`config.mk`:
```
export PLATFORM = sky130hd
export DESIGN_NAME = int64_to_decimal_ascii_top_flat
export DESIGN_NICKNAME = d
export VERILOG_FILES = /design/src/i2d_pkg.sv /design/src/i2d_if.sv /design/src/i2d_ctrl.sv /design/src/i2d_dp.sv /design/src/int64_to_decimal_ascii_top.sv /design/src/flat_wrapper.sv
export SDC_FILE = /design/constraint.sdc
export NUM_CORES = 1
export LEC_CHECK = 0
export BUFFER_PORTS_ARGS = -buffer_cell sky130_fd_sc_hd__buf_2
export CORE_UTILIZATION = 56
export DETAILED_ROUTE_END_ITERATION = 8
export GPL_TIMING_DRIVEN = 0
export HOLD_SLACK_MARGIN = 0.02
export PLACE_DENSITY = 0.75
export SLEW_MARGIN = 20
export SYNTH_ARGS = -nofsm -noshare
export SYNTH_HDL_FRONTEND = slang
export SYNTH_HIERARCHICAL = 1
export SYNTH_SLANG_ARGS = --single-unit
```
`constraint.sdc`:
```
create_clock -name clk_i -period 5.4 [get_ports clk_i]
set_input_delay 0.54 -clock clk_i [delete_from_list [all_inputs] [get_ports clk_i]]
set_output_delay 0.54 -clock clk_i [all_outputs]
set_load 0.03 [all_outputs]
```
`src/i2d_pkg.sv`:
```
`timescale 1ns / 1ps
`default_nettype none

package i2d_pkg;

  localparam int unsigned ValueW    = 64;
  localparam int unsigned CharW     = 6;
  localparam int unsigned DigitW    = 4;
  localparam int unsigned NumDigits = 20;
  localparam int unsigned BcdW      = NumDigits * DigitW;
  localparam int unsigned CntW      = $clog2(NumDigits + 1);
  localparam int unsigned BitCntW   = $clog2(ValueW);

  localparam logic [CharW-1:0]  ChZero    = CharW'(48);
  localparam logic [CharW-1:0]  ChMinus   = CharW'(45);
  localparam logic [DigitW-1:0] DabbleMin = DigitW'(5);
  localparam logic [DigitW-1:0] DabbleAdd = DigitW'(3);
  localparam logic [CntW-1:0]   DigitsAll = CntW'(NumDigits);
  localparam logic [CntW-1:0]   DigitsOne = CntW'(1);

  // Commands from the controller to the datapath.
  typedef struct packed {
    logic load;
    logic shift;
    logic skip;
    logic emit_sign;
    logic emit_digit;
  } ctrl_cmd_t;

  // Status from the datapath back to the controller.
  typedef struct packed {
    logic top_zero;
    logic last_digit;
    logic neg;
    logic out_free;
  } ctrl_sts_t;

endpackage

`default_nettype wire

```
`src/i2d_if.sv`:
```
`timescale 1ns / 1ps
`default_nettype none

interface i2d_in_if;
  logic                          valid;
  logic                          ready;
  logic [i2d_pkg::ValueW-1:0]    value;
  logic                          is_signed;

  modport source (output valid, output value, output is_signed, input ready);
  modport sink (input valid, input value, input is_signed, output ready);
endinterface

interface i2d_out_if;
  logic                          valid;
  logic                          ready;
  logic [i2d_pkg::CharW-1:0]     ascii_char;
  logic                          last;

  modport source (output valid, output ascii_char, output last, input ready);
  modport sink (input valid, input ascii_char, input last, output ready);
endinterface

`default_nettype wire

```
`src/i2d_ctrl.sv`:
```
`timescale 1ns / 1ps
`default_nettype none

module i2d_ctrl (
  input  logic               clk_i,
  input  logic               rst_ni,
  input  logic               in_valid_i,
  output logic               in_ready_o,
  input  i2d_pkg::ctrl_sts_t sts_i,
  output i2d_pkg::ctrl_cmd_t cmd_o
);
  import i2d_pkg::*;

  typedef enum logic [4:0] {
    StIdle = 5'b00001,
    StConv = 5'b00010,
    StSkip = 5'b00100,
    StSign = 5'b01000,
    StEmit = 5'b10000
  } state_e;

  state_e               state_q, state_d;
  logic [BitCntW-1:0]   bit_cnt_q, bit_cnt_d;

  always_comb begin
    state_d    = state_q;
    bit_cnt_d  = bit_cnt_q;
    cmd_o      = '0;
    in_ready_o = 1'b0;
    case (state_q)
      StIdle: begin
        in_ready_o = 1'b1;
        if (in_valid_i) begin
          cmd_o.load = 1'b1;
          bit_cnt_d  = '0;
          state_d    = StConv;
        end
      end
      StConv: begin
        cmd_o.shift = 1'b1;
        bit_cnt_d   = bit_cnt_q + 1'b1;
        if (bit_cnt_q == '1) begin
          state_d = StSkip;
        end
      end
      StSkip: begin
        // Drop leading zero digits, but always keep the units digit.
        if (sts_i.top_zero && !sts_i.last_digit) begin
          cmd_o.skip = 1'b1;
        end else if (sts_i.neg) begin
          state_d = StSign;
        end else begin
          state_d = StEmit;
        end
      end
      StSign: begin
        if (sts_i.out_free) begin
          cmd_o.emit_sign = 1'b1;
          state_d         = StEmit;
        end
      end
      StEmit: begin
        if (sts_i.out_free) begin
          cmd_o.emit_digit = 1'b1;
          if (sts_i.last_digit) begin
            state_d = StIdle;
          end
        end
      end
      default: begin
        state_d = StIdle;
      end
    endcase
  end

  always_ff @(posedge clk_i or negedge rst_ni) begin
    if (!rst_ni) begin
      state_q   <= StIdle;
      bit_cnt_q <= '0;
    end else begin
      state_q   <= state_d;
      bit_cnt_q <= bit_cnt_d;
    end
  end

endmodule

`default_nettype wire

```
`src/i2d_dp.sv`:
```
`timescale 1ns / 1ps
`default_nettype none

module i2d_dp (
  input  logic                        clk_i,
  input  logic                        rst_ni,
  input  logic [i2d_pkg::ValueW-1:0]  value_i,
  input  logic                        is_signed_i,
  input  i2d_pkg::ctrl_cmd_t          cmd_i,
  output i2d_pkg::ctrl_sts_t          sts_o,
  output logic                        out_valid_o,
  input  logic                        out_ready_i,
  output logic [i2d_pkg::CharW-1:0]   out_char_o,
  output logic                        out_last_o
);
  import i2d_pkg::*;

  logic [ValueW-1:0] mag_q, mag_d;
  logic              neg_q, neg_d;
  logic [BcdW-1:0]   bcd_q, bcd_d;
  logic [BcdW-1:0]   bcd_adj;
  logic [CntW-1:0]   ndig_q, ndig_d;
  logic              out_valid_q, out_valid_d;
  logic [CharW-1:0]  out_char_q, out_char_d;
  logic              out_last_q, out_last_d;
  logic              load_neg;
  logic [DigitW-1:0] top_digit;

  assign load_neg  = is_signed_i & value_i[ValueW-1];
  assign top_digit = bcd_q[BcdW-1 -: DigitW];

  // One double-dabble step: every BCD digit of five or more gets three added
  // before the shift, so that it carries correctly into the next digit.
  always_comb begin
    logic [DigitW-1:0] dig;
    for (int i = 0; i < NumDigits; i++) begin
      dig = bcd_q[i*DigitW +: DigitW];
      bcd_adj[i*DigitW +: DigitW] = (dig >= DabbleMin) ? dig + DabbleAdd : dig;
    end
  end

  always_comb begin
    mag_d       = mag_q;
    neg_d       = neg_q;
    bcd_d       = bcd_q;
    ndig_d      = ndig_q;
    out_char_d  = out_char_q;
    out_last_d  = out_last_q;
    out_valid_d = out_valid_q & ~out_ready_i;
    if (cmd_i.load) begin
      mag_d  = load_neg ? (~value_i + 1'b1) : value_i;
      neg_d  = load_neg;
      bcd_d  = '0;
      ndig_d = DigitsAll;
    end
    if (cmd_i.shift) begin
      bcd_d = {bcd_adj[BcdW-2:0], mag_q[ValueW-1]};
      mag_d = {mag_q[ValueW-2:0], 1'b0};
    end
    if (cmd_i.skip || cmd_i.emit_digit) begin
      bcd_d  = {bcd_q[BcdW-DigitW-1:0], {DigitW{1'b0}}};
      ndig_d = ndig_q - 1'b1;
    end
    if (cmd_i.emit_sign) begin
      out_char_d  = ChMinus;
      out_last_d  = 1'b0;
      out_valid_d = 1'b1;
    end
    if (cmd_i.emit_digit) begin
      out_char_d  = ChZero + {{(CharW-DigitW){1'b0}}, top_digit};
      out_last_d  = (ndig_q == DigitsOne);
      out_valid_d = 1'b1;
    end
  end

  always_ff @(posedge clk_i or negedge rst_ni) begin
    if (!rst_ni) begin
      out_valid_q <= 1'b0;
    end else begin
      out_valid_q <= out_valid_d;
    end
  end

  always_ff @(posedge clk_i) begin
    mag_q      <= mag_d;
    neg_q      <= neg_d;
    bcd_q      <= bcd_d;
    ndig_q     <= ndig_d;
    out_char_q <= out_char_d;
    out_last_q <= out_last_d;
  end

  assign sts_o.top_zero   = (top_digit == '0);
  assign sts_o.last_digit = (ndig_q == DigitsOne);
  assign sts_o.neg        = neg_q;
  assign sts_o.out_free   = ~out_valid_q | out_ready_i;

  assign out_valid_o = out_valid_q;
  assign out_char_o  = out_char_q;
  assign out_last_o  = out_last_q;

endmodule

`default_nettype wire

```
`src/int64_to_decimal_ascii_top.sv`:
```
// Converts a 64-bit value to its decimal ASCII text, one character per beat.
// Input channel in_i carries value and is_signed; with is_signed set the value
// is read as two's complement and a negative number is sent with a leading '-'.
// Output channel out_o carries ascii_char and last, most significant character
// first, with last set on the units digit. Zero gives the single character '0'
// and no leading zeros are sent.
// An accepted value passes a 64-step bit-serial double-dabble conversion into
// 20 BCD digits; then leading zero digits are dropped (up to 19), and then
// each character is sent as the receiver takes it. The input is ready again
// in the cycle after the last character is emitted, while that character may
// still sit in the output register.
// When the receiver stalls, the output register holds its beat and the next
// character waits; nothing is lost.
// Reset (rst_ni, asynchronous, active low) returns the controller to idle and
// drops any pending output beat.
`timescale 1ns / 1ps
`default_nettype none

module int64_to_decimal_ascii_top (
  input  logic      clk_i,
  input  logic      rst_ni,
  i2d_in_if.sink    in_i,
  i2d_out_if.source out_o
);
  import i2d_pkg::*;

  ctrl_cmd_t cmd;
  ctrl_sts_t sts;

  i2d_ctrl u_ctrl (
    .clk_i      (clk_i),
    .rst_ni     (rst_ni),
    .in_valid_i (in_i.valid),
    .in_ready_o (in_i.ready),
    .sts_i      (sts),
    .cmd_o      (cmd)
  );

  i2d_dp u_dp (
    .clk_i       (clk_i),
    .rst_ni      (rst_ni),
    .value_i     (in_i.value),
    .is_signed_i (in_i.is_signed),
    .cmd_i       (cmd),
    .sts_o       (sts),
    .out_valid_o (out_o.valid),
    .out_ready_i (out_o.ready),
    .out_char_o  (out_o.ascii_char),
    .out_last_o  (out_o.last)
  );

`ifndef ASSERT_OFF
  // Once a value is taken, the block is busy converting it.
  assert property (@(posedge clk_i) disable iff (!rst_ni)
    in_i.valid && in_i.ready |=> !in_i.ready)
    else $error("input accepted again straight after a beat");

  // Only a minus sign or a decimal digit is ever sent.
  assert property (@(posedge clk_i) disable iff (!rst_ni)
    out_o.valid |-> (out_o.ascii_char == ChMinus ||
                     (out_o.ascii_char >= ChZero && out_o.ascii_char <= ChZero + 6'd9)))
    else $error("output character out of range");

  // The sign is never the final character.
  assert property (@(posedge clk_i) disable iff (!rst_ni)
    out_o.valid && out_o.ascii_char == ChMinus |-> !out_o.last)
    else $error("minus sign marked as last");

  // Datapath commands are mutually exclusive.
  assert property (@(posedge clk_i) disable iff (!rst_ni)
    $onehot0({cmd.load, cmd.shift, cmd.skip, cmd.emit_sign, cmd.emit_digit}))
    else $error("more than one datapath command in a cycle");
`endif

endmodule

`default_nettype wire
```
`src/flat_wrapper.sv`:
```
// flat-port wrapper written by rule: the top's interface ports become plain ports
module int64_to_decimal_ascii_top_flat import i2d_pkg::*;
  (clk_i, rst_ni, in_i_valid, in_i_value, in_i_is_signed, in_i_ready, out_o_valid, out_o_ascii_char, out_o_last, out_o_ready);
  i2d_in_if in_i_i ();
  i2d_out_if out_o_i ();
  input  logic clk_i;
  input  logic rst_ni;
  input wire logic [$bits(in_i_i.valid)-1:0] in_i_valid;
  input wire logic [$bits(in_i_i.value)-1:0] in_i_value;
  input wire logic [$bits(in_i_i.is_signed)-1:0] in_i_is_signed;
  output wire logic [$bits(in_i_i.ready)-1:0] in_i_ready;
  output wire logic [$bits(out_o_i.valid)-1:0] out_o_valid;
  output wire logic [$bits(out_o_i.ascii_char)-1:0] out_o_ascii_char;
  output wire logic [$bits(out_o_i.last)-1:0] out_o_last;
  input wire logic [$bits(out_o_i.ready)-1:0] out_o_ready;
  assign in_i_i.valid = in_i_valid;
  assign in_i_i.value = in_i_value;
  assign in_i_i.is_signed = in_i_is_signed;
  assign in_i_ready = in_i_i.ready;
  assign out_o_valid = out_o_i.valid;
  assign out_o_ascii_char = out_o_i.ascii_char;
  assign out_o_last = out_o_i.last;
  assign out_o_i.ready = out_o_ready;
  int64_to_decimal_ascii_top u_core (.clk_i(clk_i), .rst_ni(rst_ni), .in_i(in_i_i), .out_o(out_o_i));
endmodule
```
**Word-level counts from Yosys, hierarchy flattened**

Index checks and enable logic that the tools add are counted.
W data, S select, Z words.

- Bits in registers: 169
- Output and inout bits: 9
- Word-level logic and storage cells: 138

- $add $sub $neg: 24
- Order comparisons: 20
- Equal/unequal tests: 13
- Multiplexer cells: 53
- Bitwise logic cells: 6
- Reduce and logical (&&, ||, !) cells: 11

Operators by type and width:

| cell | number |
|---|---|
| $mux W80 | 3 |
| $mux W64 | 3 |
| $ge A4 B3 Y1 const B | 20 |
| $add A4 B2 Y4 const B | 19 |
| $mux W4 | 19 |
| $add A64 B1 Y64 const B | 1 |
| $not A64 Y64 | 1 |
| $mux W5 | 9 |
| $pmux W5 S5 | 1 |
| $mux W6 | 3 |
| $mux W1 | 13 |
| $pmux W6 S2 | 1 |
| $eq A5 B1 Y1 const B | 2 |
| $ne A2 B2 Y1 const B | 4 |
| $reduce_bool A2 Y1 | 4 |
| $add A5 B5 Y6 const A | 1 |
| $add A6 B1 Y6 const B | 1 |
| $eq A6 B6 Y1 const B | 1 |
| $reduce_and A6 Y1 | 1 |
| $eq A5 B2 Y1 const B | 1 |
| $eq A5 B3 Y1 const B | 1 |
| $eq A5 B4 Y1 const B | 1 |
| $eq A5 B5 Y1 const B | 1 |
| $sub A5 B1 Y5 const B | 1 |
| 12 further kinds | 15 |

**Depth between registers and ports, before layout**

Gate-level depths: netlist of the first run.

- Depth after elaboration: 7
- Depth in mapped cells: 12
- Depth with buffers taken out: 11

**By module**

Netlist of the first run, hierarchy kept.

By module, submodules not included:

| module | instances | cells an instance | area an instance (um^2) | sequential area each (um^2) |
|---|---|---|---|---|
| i2d_dp | 1 | 1,017 | 9,719.3 | 4,659.5 |
| i2d_ctrl | 1 | 74 | 703.2 | 276.5 |

**Worst setup path before layout of the first run**

Ideal clock, no wire load.

- Path kind: register to register
- From: register u_core.u_ctrl.state_q[2]
- To: register u_core.u_dp.bcd_q[10], enable pin
- Arrival time: 3,827 ps
- Setup slack: 1,143 ps
- Stages on the path, launching flop included: 9
- Path buffers: 2
- Clock period less this slack: 4,257 ps
- Path through: dfrtp_1 > buf_6 > nor3_4 > nand2_4 > inv_2 > clkbuf_1 > or2_2 > nor2_1 > inv_1

RTL lines:

| item | RTL line | text |
|---|---|---|
| start, declared | i2d_ctrl.sv:22 | `state_e state_q, state_d;` |
| start signal, assigned | i2d_ctrl.sv:78 | `state_q <= StIdle;` |
| start signal, assigned | i2d_ctrl.sv:81 | `state_q <= state_d;` |
| end signal, assigned | i2d_dp.sv:87 | `bcd_q <= bcd_d;` |
| end, declared | i2d_dp.sv:20 | `logic [BcdW-1:0] bcd_q, bcd_d;` |

==> results of run 1 <==
[sequential cells by signal (all words and copies together), names as in the netlist, 5 cells and up]
register and cells:
u_core/u_ctrl/bit_cnt_q 6, u_core/u_ctrl/state_q 5, u_core/u_dp/bcd_q 80, u_core/u_dp/mag_q 64, u_core/u_dp/ndig_q 5, u_core/u_dp/out_char_o 5
[cells in the final DEF, fill, tap and decap left out, drive strengths merged, types with 27 or more instances in the layout]
| cell type | instances |
|---|---|
| edfxtp | 151 |
| buf | 89 |
| nor3 | 31 |
| nor2 | 77 |
| clkbuf | 51 |
| o21ai | 120 |
| xnor2 | 71 |
| nand2b | 27 |
| nand2 | 126 |
| inv | 67 |
| ha | 44 |
| a21oi | 93 |
[routing by layer]
metal / part of all wire (%) / GRT usage, % / wire (um) / up-vias
li1: - / - / - / 4175
met4: 1.4 / 8.811 / 358 / 0
met5: 0 / 0 / 0 / -
met2: 46 / 42.37 / 11400 / 376
met1: 45 / 35.98 / 11160 / 4057
met3: 7.5 / 4.641 / 1870 / 31
[stage by stage]
| step | setup TNS (ns) | setup WS (ns) | utilization, % |
|---|---|---|---|
| floorplan | 0 | 1.143 | - |
| global placement | -18.18 | -0.2643 | 61.31 |
| detailed placement | 0 | 2.117 | 61.65 |
| CTS | 0 | 2.075 | 65.11 |
| global route | 0 | 1.735 | 65.11 |
| finish | 0 | 2.055 | 65.11 |
[worst max-delay path by stage]
stage / startpoint / end / cells past startpoint
5_1_grt: u_core/u_dp/ndig_q[1] / u_core/u_dp/bcd_q[21] / 11
4_1_cts: u_core/u_dp/bcd_q[76] / u_core/u_dp/bcd_q[21] / 11
6_report: u_core/u_dp/bcd_q[76] / u_core/u_dp/bcd_q[21] / 11
3_5_place_dp: u_core/u_dp/bcd_q[76] / u_core/u_dp/bcd_q[21] / 11
3_3_place_gp: u_core/u_ctrl/state_q[2] / u_core/u_dp/bcd_q[0] / 9
2_1_floorplan: u_core/u_ctrl/state_q[2] / u_core/u_dp/bcd_q[10] / 8
[cell families after synthesis]
group,Yosys count,synth area share (%)
DFF,168,47.36
AOI/OAI and AO/OA,313,17.50
muxes,4,0.5522
buffers and inverters,105,3.950
and+or+nand+nor,364,17.59
other,1,0.03598
xor gates and xnor gates,92,7.731
adders and majority gates,44,5.282
[critical path, stage by stage (launching register included)]
cell and delay [ns]:
edfxtp_1 0.40, inv_1 0.12, ha_1 0.22, nor3b_1 0.18, nor2b_1 0.16, nand4_1 0.20, inv_1 0.13, nor2_1 0.13
nand2_1 0.26, clkbuf_1 0.52, buf_1 0.51, o22ai_1 0.22
[area by class of cell]
class | instances | share of cell area [%]
plain buffers | 44 | 1.551
clock buffers | 18 | 3.645
clock inverters | 14 | 1.583
inverters | 61 | 1.966
multi-input cells | 818 | 43.12
flip-flops and latches | 168 | 41.92
well taps | 229 | 2.433
repair buffers | 79 | 3.783
[report_power, final]
| part | switching [mW] | internal, mW |
|---|---|---|
| Combinational | 1.41 | 0.820 |
| Sequential | 0.379 | 2.20 |
| Clock | 0.550 | 0.742 |
==> results by group, run 1 <==
Run status
  – Status: finished with violations
  – Failing checks: DRC

Global route
  – First-pass GRT wire length: just over 40000 um
  – Grt ovf: 0
  – Antenna violations before repair: 0
  – Largest net degree at the start of global routing: 56
  – Global Route Usage Sum: 26.29%
  – Vias in the first global route: ~8000

Min path
  – Worst min path class: input port to register
  – WHS Path Cells: 3
  – Hold Crit Start: in_i_value[0]
  – Hold Crit Endpoint: u_core/u_dp/mag_q[0]

Yosys
  – Top-count cell post-synth: edfxtp_1
  – Post-synthesis net count: 1204
  – Asr flop ratio synth: approximately 7.1%
  – Netlist Area Pre-Place: ~10000 um2
  – Post-synth EDFFs: 151
  – Ys flop type: edfxtp_1
  – Avg Inst Size Synth: 9.553 um2
  – Synth Register Bits: about 170
  – Synth area leaders: edfxtp_1, xnor2_1, ha_1
  – Syn Inst Count: 1091
  – Synth warn: 6
  – Top cells by count, synth: edfxtp_1, nand2_1, o21ai_0
  – Synth cell types: 64
  – Proportion of netlist area held by the largest area contributor: between 40 and 50%
  – Sequential-to-total area share from yosys stat: approximately 47%
  – Leading area contributor after synthesis: edfxtp_1

Drt
  – First DRT Iteration DRCs: 941
  – WL final: around 25000 um
  – Vias per cell: 6.037
  – DRC errors left: 4
  – Pre-Repair DR Iteration Count: 7
  – Number of routed nets with antenna violations: 0
  – Routed len/inst: 17.33 um
  – Vias: roughly 8600

Finish
  – FF/Latch Area: 4936 um2
  – Fin cells: 1431
  – Final #Nets: 1302
  – Area of the multi-input gates: 5077 um2
  – Share of cells above drive strength 1: between 10% and 20%
  – Fillers: approximately 1400
  – Finished Cell Area: 11780 um2
  – Antenna cells: 0
  – Area grow syn2layout: 12.98%

Power and ir drop
  – P per Cell Area: 517.8 nW/um2
  – Worst VDD drop: between 0.2 and 0.3 mV
  – Total power: 6.097 mW
  – Leak: ~4.2 nW

STA
  – Final slew viol count: 0
  – RSZ-0062 raised after global routing: no
  – Worst hold slack: about 0.41 ns
  – Setup Skew: between 0.009 and 0.01 ns
  – Tightest Pin Transition: 0.7821 ns
  – Fmax: 299.0 MHz
  – Crit path time final: 3.345 ns
  – Slew headroom: 47.46%
  – # setup viols final: 0
  – Final Hold Vio Count: 0
  – Final worst path period share: 61.94%

Floorplanning
  – Initial Utilization: 57.63%
  – Die ar.: between 15000 and 20000 um2
  – IO Count: 78
  – Die height: 138.4 um
  – Rows: 49
  – Die width: between 100 and 150 um
  – Total core area: between 15000 and 20000 um2

Placed design
  – IO buf count: 76
  – Routability cong.: between 0.9 and 1
  – DPL Wire Length: 17270 um
  – Cell area after placement: 11150 um2
  – Dpl cells: 1398

Worst setup path
  – Worst R2R Setup Slack: 2.06 ns
  – Worst Setup Start Kind: register
  – Crit Path Class: register to register
  – Critical path endpoint category: register
  – WP data arrival: around 3.5 ns
  – Critical Path Fanout Max: 10
  – FF-to-FF Start: u_core/u_dp/bcd_q[76]
  – Reg2reg path depth: 11
  – Data required time of the critical path: approximately 5.5 ns
  – Reg-to-reg endpoint: u_core/u_dp/bcd_q[21]

Clocking
  – TritonCTS clock tree: built
  – Setup Buffers After CTS: 0
  – Sink Count: approximately 170
  – Clock Latency Late Sink: 0.43 ns
  – Clk root buf: clkbuf_16
  – CTS resizes: 0
  – CTS Hold Bufs: 1
  – CTS Buf Count: 17
  – Clock transition at path regs: 0.07 ns
  – Clk buf depth: 2
  – H-tree depth: 4

Flow run
  – Max_cap viols: 0
(Power assumes the default switching activity.)
==> run 2, diff against run 1 <==
==> constraint.sdc (replaced) <==
create_clock -name clk_i -period 3.2 [get_ports clk_i]
set_input_delay 0.32 -clock clk_i [delete_from_list [all_inputs] [get_ports clk_i]]
set_output_delay 0.32 -clock clk_i [all_outputs]
set_load 0.03 [all_outputs]
==> run 2 against run 1 <==
Net effect:
- the flow still finishes with violations (DRC)
- setup slack worse by 1.9 ns
- non-clock buffer count is 1 higher
- worst hold slack worse by 0.23 ns
- global-route usage is 0.27 points lower
- utilization is 0.097 points higher
- final cell count is 0.21% higher
- sequential share of layout area is 0.063 points lower
- count of clock-buffer cells in the layout stayed put
- fmax is 10% higher
- die area stayed put
- sequential cell count stayed put
==> results by group, run 2 (synthesis results as in run 1) <==
STA
  – Tightest Pin Transition: 0.7978 ns
  – Setup Total Neg Slack: 0 ns
  – Final worst path period share: 94.88%
  – Final Hold Vio Count: 0
  – Worst hold slack: 0.1809 ns
  – Fmax: ~330 MHz
  – Worst Slack Setup Final: 0.1639 ns
  – Setup Skew: 0.008230 ns
  – Crit path time final: 3.036 ns
  – Final slew viol count: 0
  – RSZ-0062 raised after global routing: no
  – Slew headroom: 46.81%
  – # setup viols final: 0

Finish
  – Commonest non-fill, non-tap cells in the layout: edfxtp_1, nand2_1, o21ai_0
  – Finished Cell Area: 11790 um2
  – Fin cells: between 1000 and 1500
  – Core Util, Final: 65.20%
  – Commonest non-fill, non-tap cell in the layout: edfxtp_1
  – Most flops, register: u_core/u_dp/bcd_q
  – Final #Nets: 1305
  – Biggest regs: u_core/u_dp/bcd_q x80, u_core/u_dp/mag_q x64, u_core/u_ctrl/bit_cnt_q x6
  – Area grow syn2layout: 13.15%
  – Max reg flops: 80
  – Antenna cells: 0
  – Share of cells above drive strength 1: 12.37%

Global route
  – Vias in the first global route: 8054
  – Global Route Usage Sum: between 20% and 30%
  – Grt ovf: 0
  – Antenna violations before repair: 0
  – Largest net degree at the start of global routing: 33
  – First-pass GRT wire length: 39720 um

Clocking
  – Sink Count: 168
  – TritonCTS clock tree: built
  – Clock Latency Late Sink: 0.43 ns
  – Clk root buf: clkbuf_16
  – Clk buf depth: 2
  – Clock transition at path regs: 0.07 ns
  – H-tree depth: 4
  – CTS Buf Count: 17

Floorplanning
  – IO Count: 78
  – Die ar.: approximately 19000 um2
  – Initial Utilization: about 58%
  – Rows: 49
  – Die width: 138.4 um
  – Total core area: 18090 um2
  – Die height: 138.4 um

Drt
  – Number of routed nets with antenna violations: 0
  – Pre-Repair DR Iteration Count: 9
  – First DRT Iteration DRCs: 747
  – Vias per cell: 6.035
  – Vias: 8654
  – Routed len/inst: about 17 um
  – DRC errors left: 8
  – WL final: roughly 25000 um

Run status
  – Status: finished with violations
  – Failing checks: DRC

Flow run
  – Max_cap viols: 0

Placed design
  – DP Worst Slack: -0.3555 ns
  – Dpl cells: 1398
  – Cell area after placement: 11150 um2
  – Routability cong.: 0.8995
  – DPL Wire Length: 17340 um
  – IO buf count: 76

Worst setup path
  – Crit path cell chain: inv_1 > ha_1 > nor3b_1 > nor2b_1 > nand4_1 > inv_1 > or2_2 > clkbuf_1 > clkbuf_1 > a21oi_1 > o32ai_1
  – Worst R2R Setup Slack: 0.16 ns
  – WP data arrival: 3.24 ns
  – Critical path endpoint category: register
  – Critical Path Fanout Max: 10
  – Crit Path Class: register to register
  – CP max stage delay: ~0.54 ns
  – Worst Setup Start Kind: register
  – Slowest CP cell: clkbuf_1
  – Data required time of the critical path: 3.40 ns
  – CP Buf/Inv Count: 4
  – CP delay by family, top: buffers and inverters

Power and ir drop
  – Leak: 4.220 nW
  – Clk pwr share: 20.6%
  – Worst VDD drop: 0.5393 mV
  – Net Sw Frac: roughly two fifths
  – Reg power frac: 42.4%
  – Sw power: 3.920 mW
  – Combinational fraction of design power: between 30% and 40%
  – Total power: slightly above 10 mW
  – P per Cell Area: 869.4 nW/um2
  – Internal power: 6.333 mW

Min path
  – Worst min path class: input port to register
run 2: final timing paths:
| path | start | end | cells past startpoint |
|---|---|---|---|
| worst max-delay path | u_core/u_dp/bcd_q[76] | u_core/u_dp/bcd_q[72] | 11 |
| worst min-delay path | in_i_value[0] | u_core/u_dp/mag_q[0] | 3 |
| worst max register to register | u_core/u_dp/bcd_q[76] | u_core/u_dp/bcd_q[72] | 11 |
| worst min register to register | u_core/u_dp/mag_q[63] | u_core/u_dp/bcd_q[0] | 2 |
| max in group asynchronous | rst_ni | u_core/u_ctrl/state_q[0] | 2 |
| min in group asynchronous | rst_ni | u_core/u_ctrl/bit_cnt_q[0] | 2 |
run 2: power groups by stage:
stage / clock network [mW] / registers, mW / logic, mW
6_report: 2.11 / 4.35 / 3.79
5_1_grt: 2.21 / 4.47 / 4.24
4_1_cts: 2.13 / 4.34 / 3.73
3_5_place_dp: 0 / 4.36 / 3.69
2_1_floorplan: 0 / 4.20 / 2.77
3_3_place_gp: 0 / 4.37 / 3.50
run 2: layout make-up:
| type | instances | area, um2 |
|---|---|---|
| clock buffer | 18 | 429.2 |
| inverter | 61 | 232.7 |
| multi-input combinational | 819 | 5100 |
| fill | 1433 | 6294 |
| clock inverter | 14 | 173.9 |
| timing repair buffer | 80 | 437.9 |
| timing repair inverter | 1 | 7.507 |
| sequential | 168 | 4936 |
| buffer | 44 | 188.9 |
| tap | 229 | 286.5 |
run 2: what timing repair did:
| action | CTS | global route |
|---|---|---|
| pin swaps | 1 | 0 |
| hold buffers | 1 | 0 |
| endpoints found under the setup margin | 97 | 77 |
| resized for setup | 3 | 4 |
| gates cloned | 1 | 1 |
| buffers inserted | 0 | 1 |
| hold endpoints to repair | 11 | 0 |
run 2: tightest hold or removal path: cells and delay by family:
kind | cells | cell delay, ns
buffers and inverters | 1 | 0.11
multiplexers | 1 | 0.07
AND/OR/NAND/NOR | 1 | 0.07
run 2: layer usage:
| metal | global-route usage, % | part of all wire [%] | vias to the layer above |
|---|---|---|---|
| met4 | 10.17 | 2.3 | 0 |
| met2 | 42.27 | 46 | 336 |
| met3 | 3.221 | 6.2 | 44 |
| li1 | - | - | 4181 |
| met1 | 35.66 | 45 | 4093 |
| met5 | 0 | 0 | - |
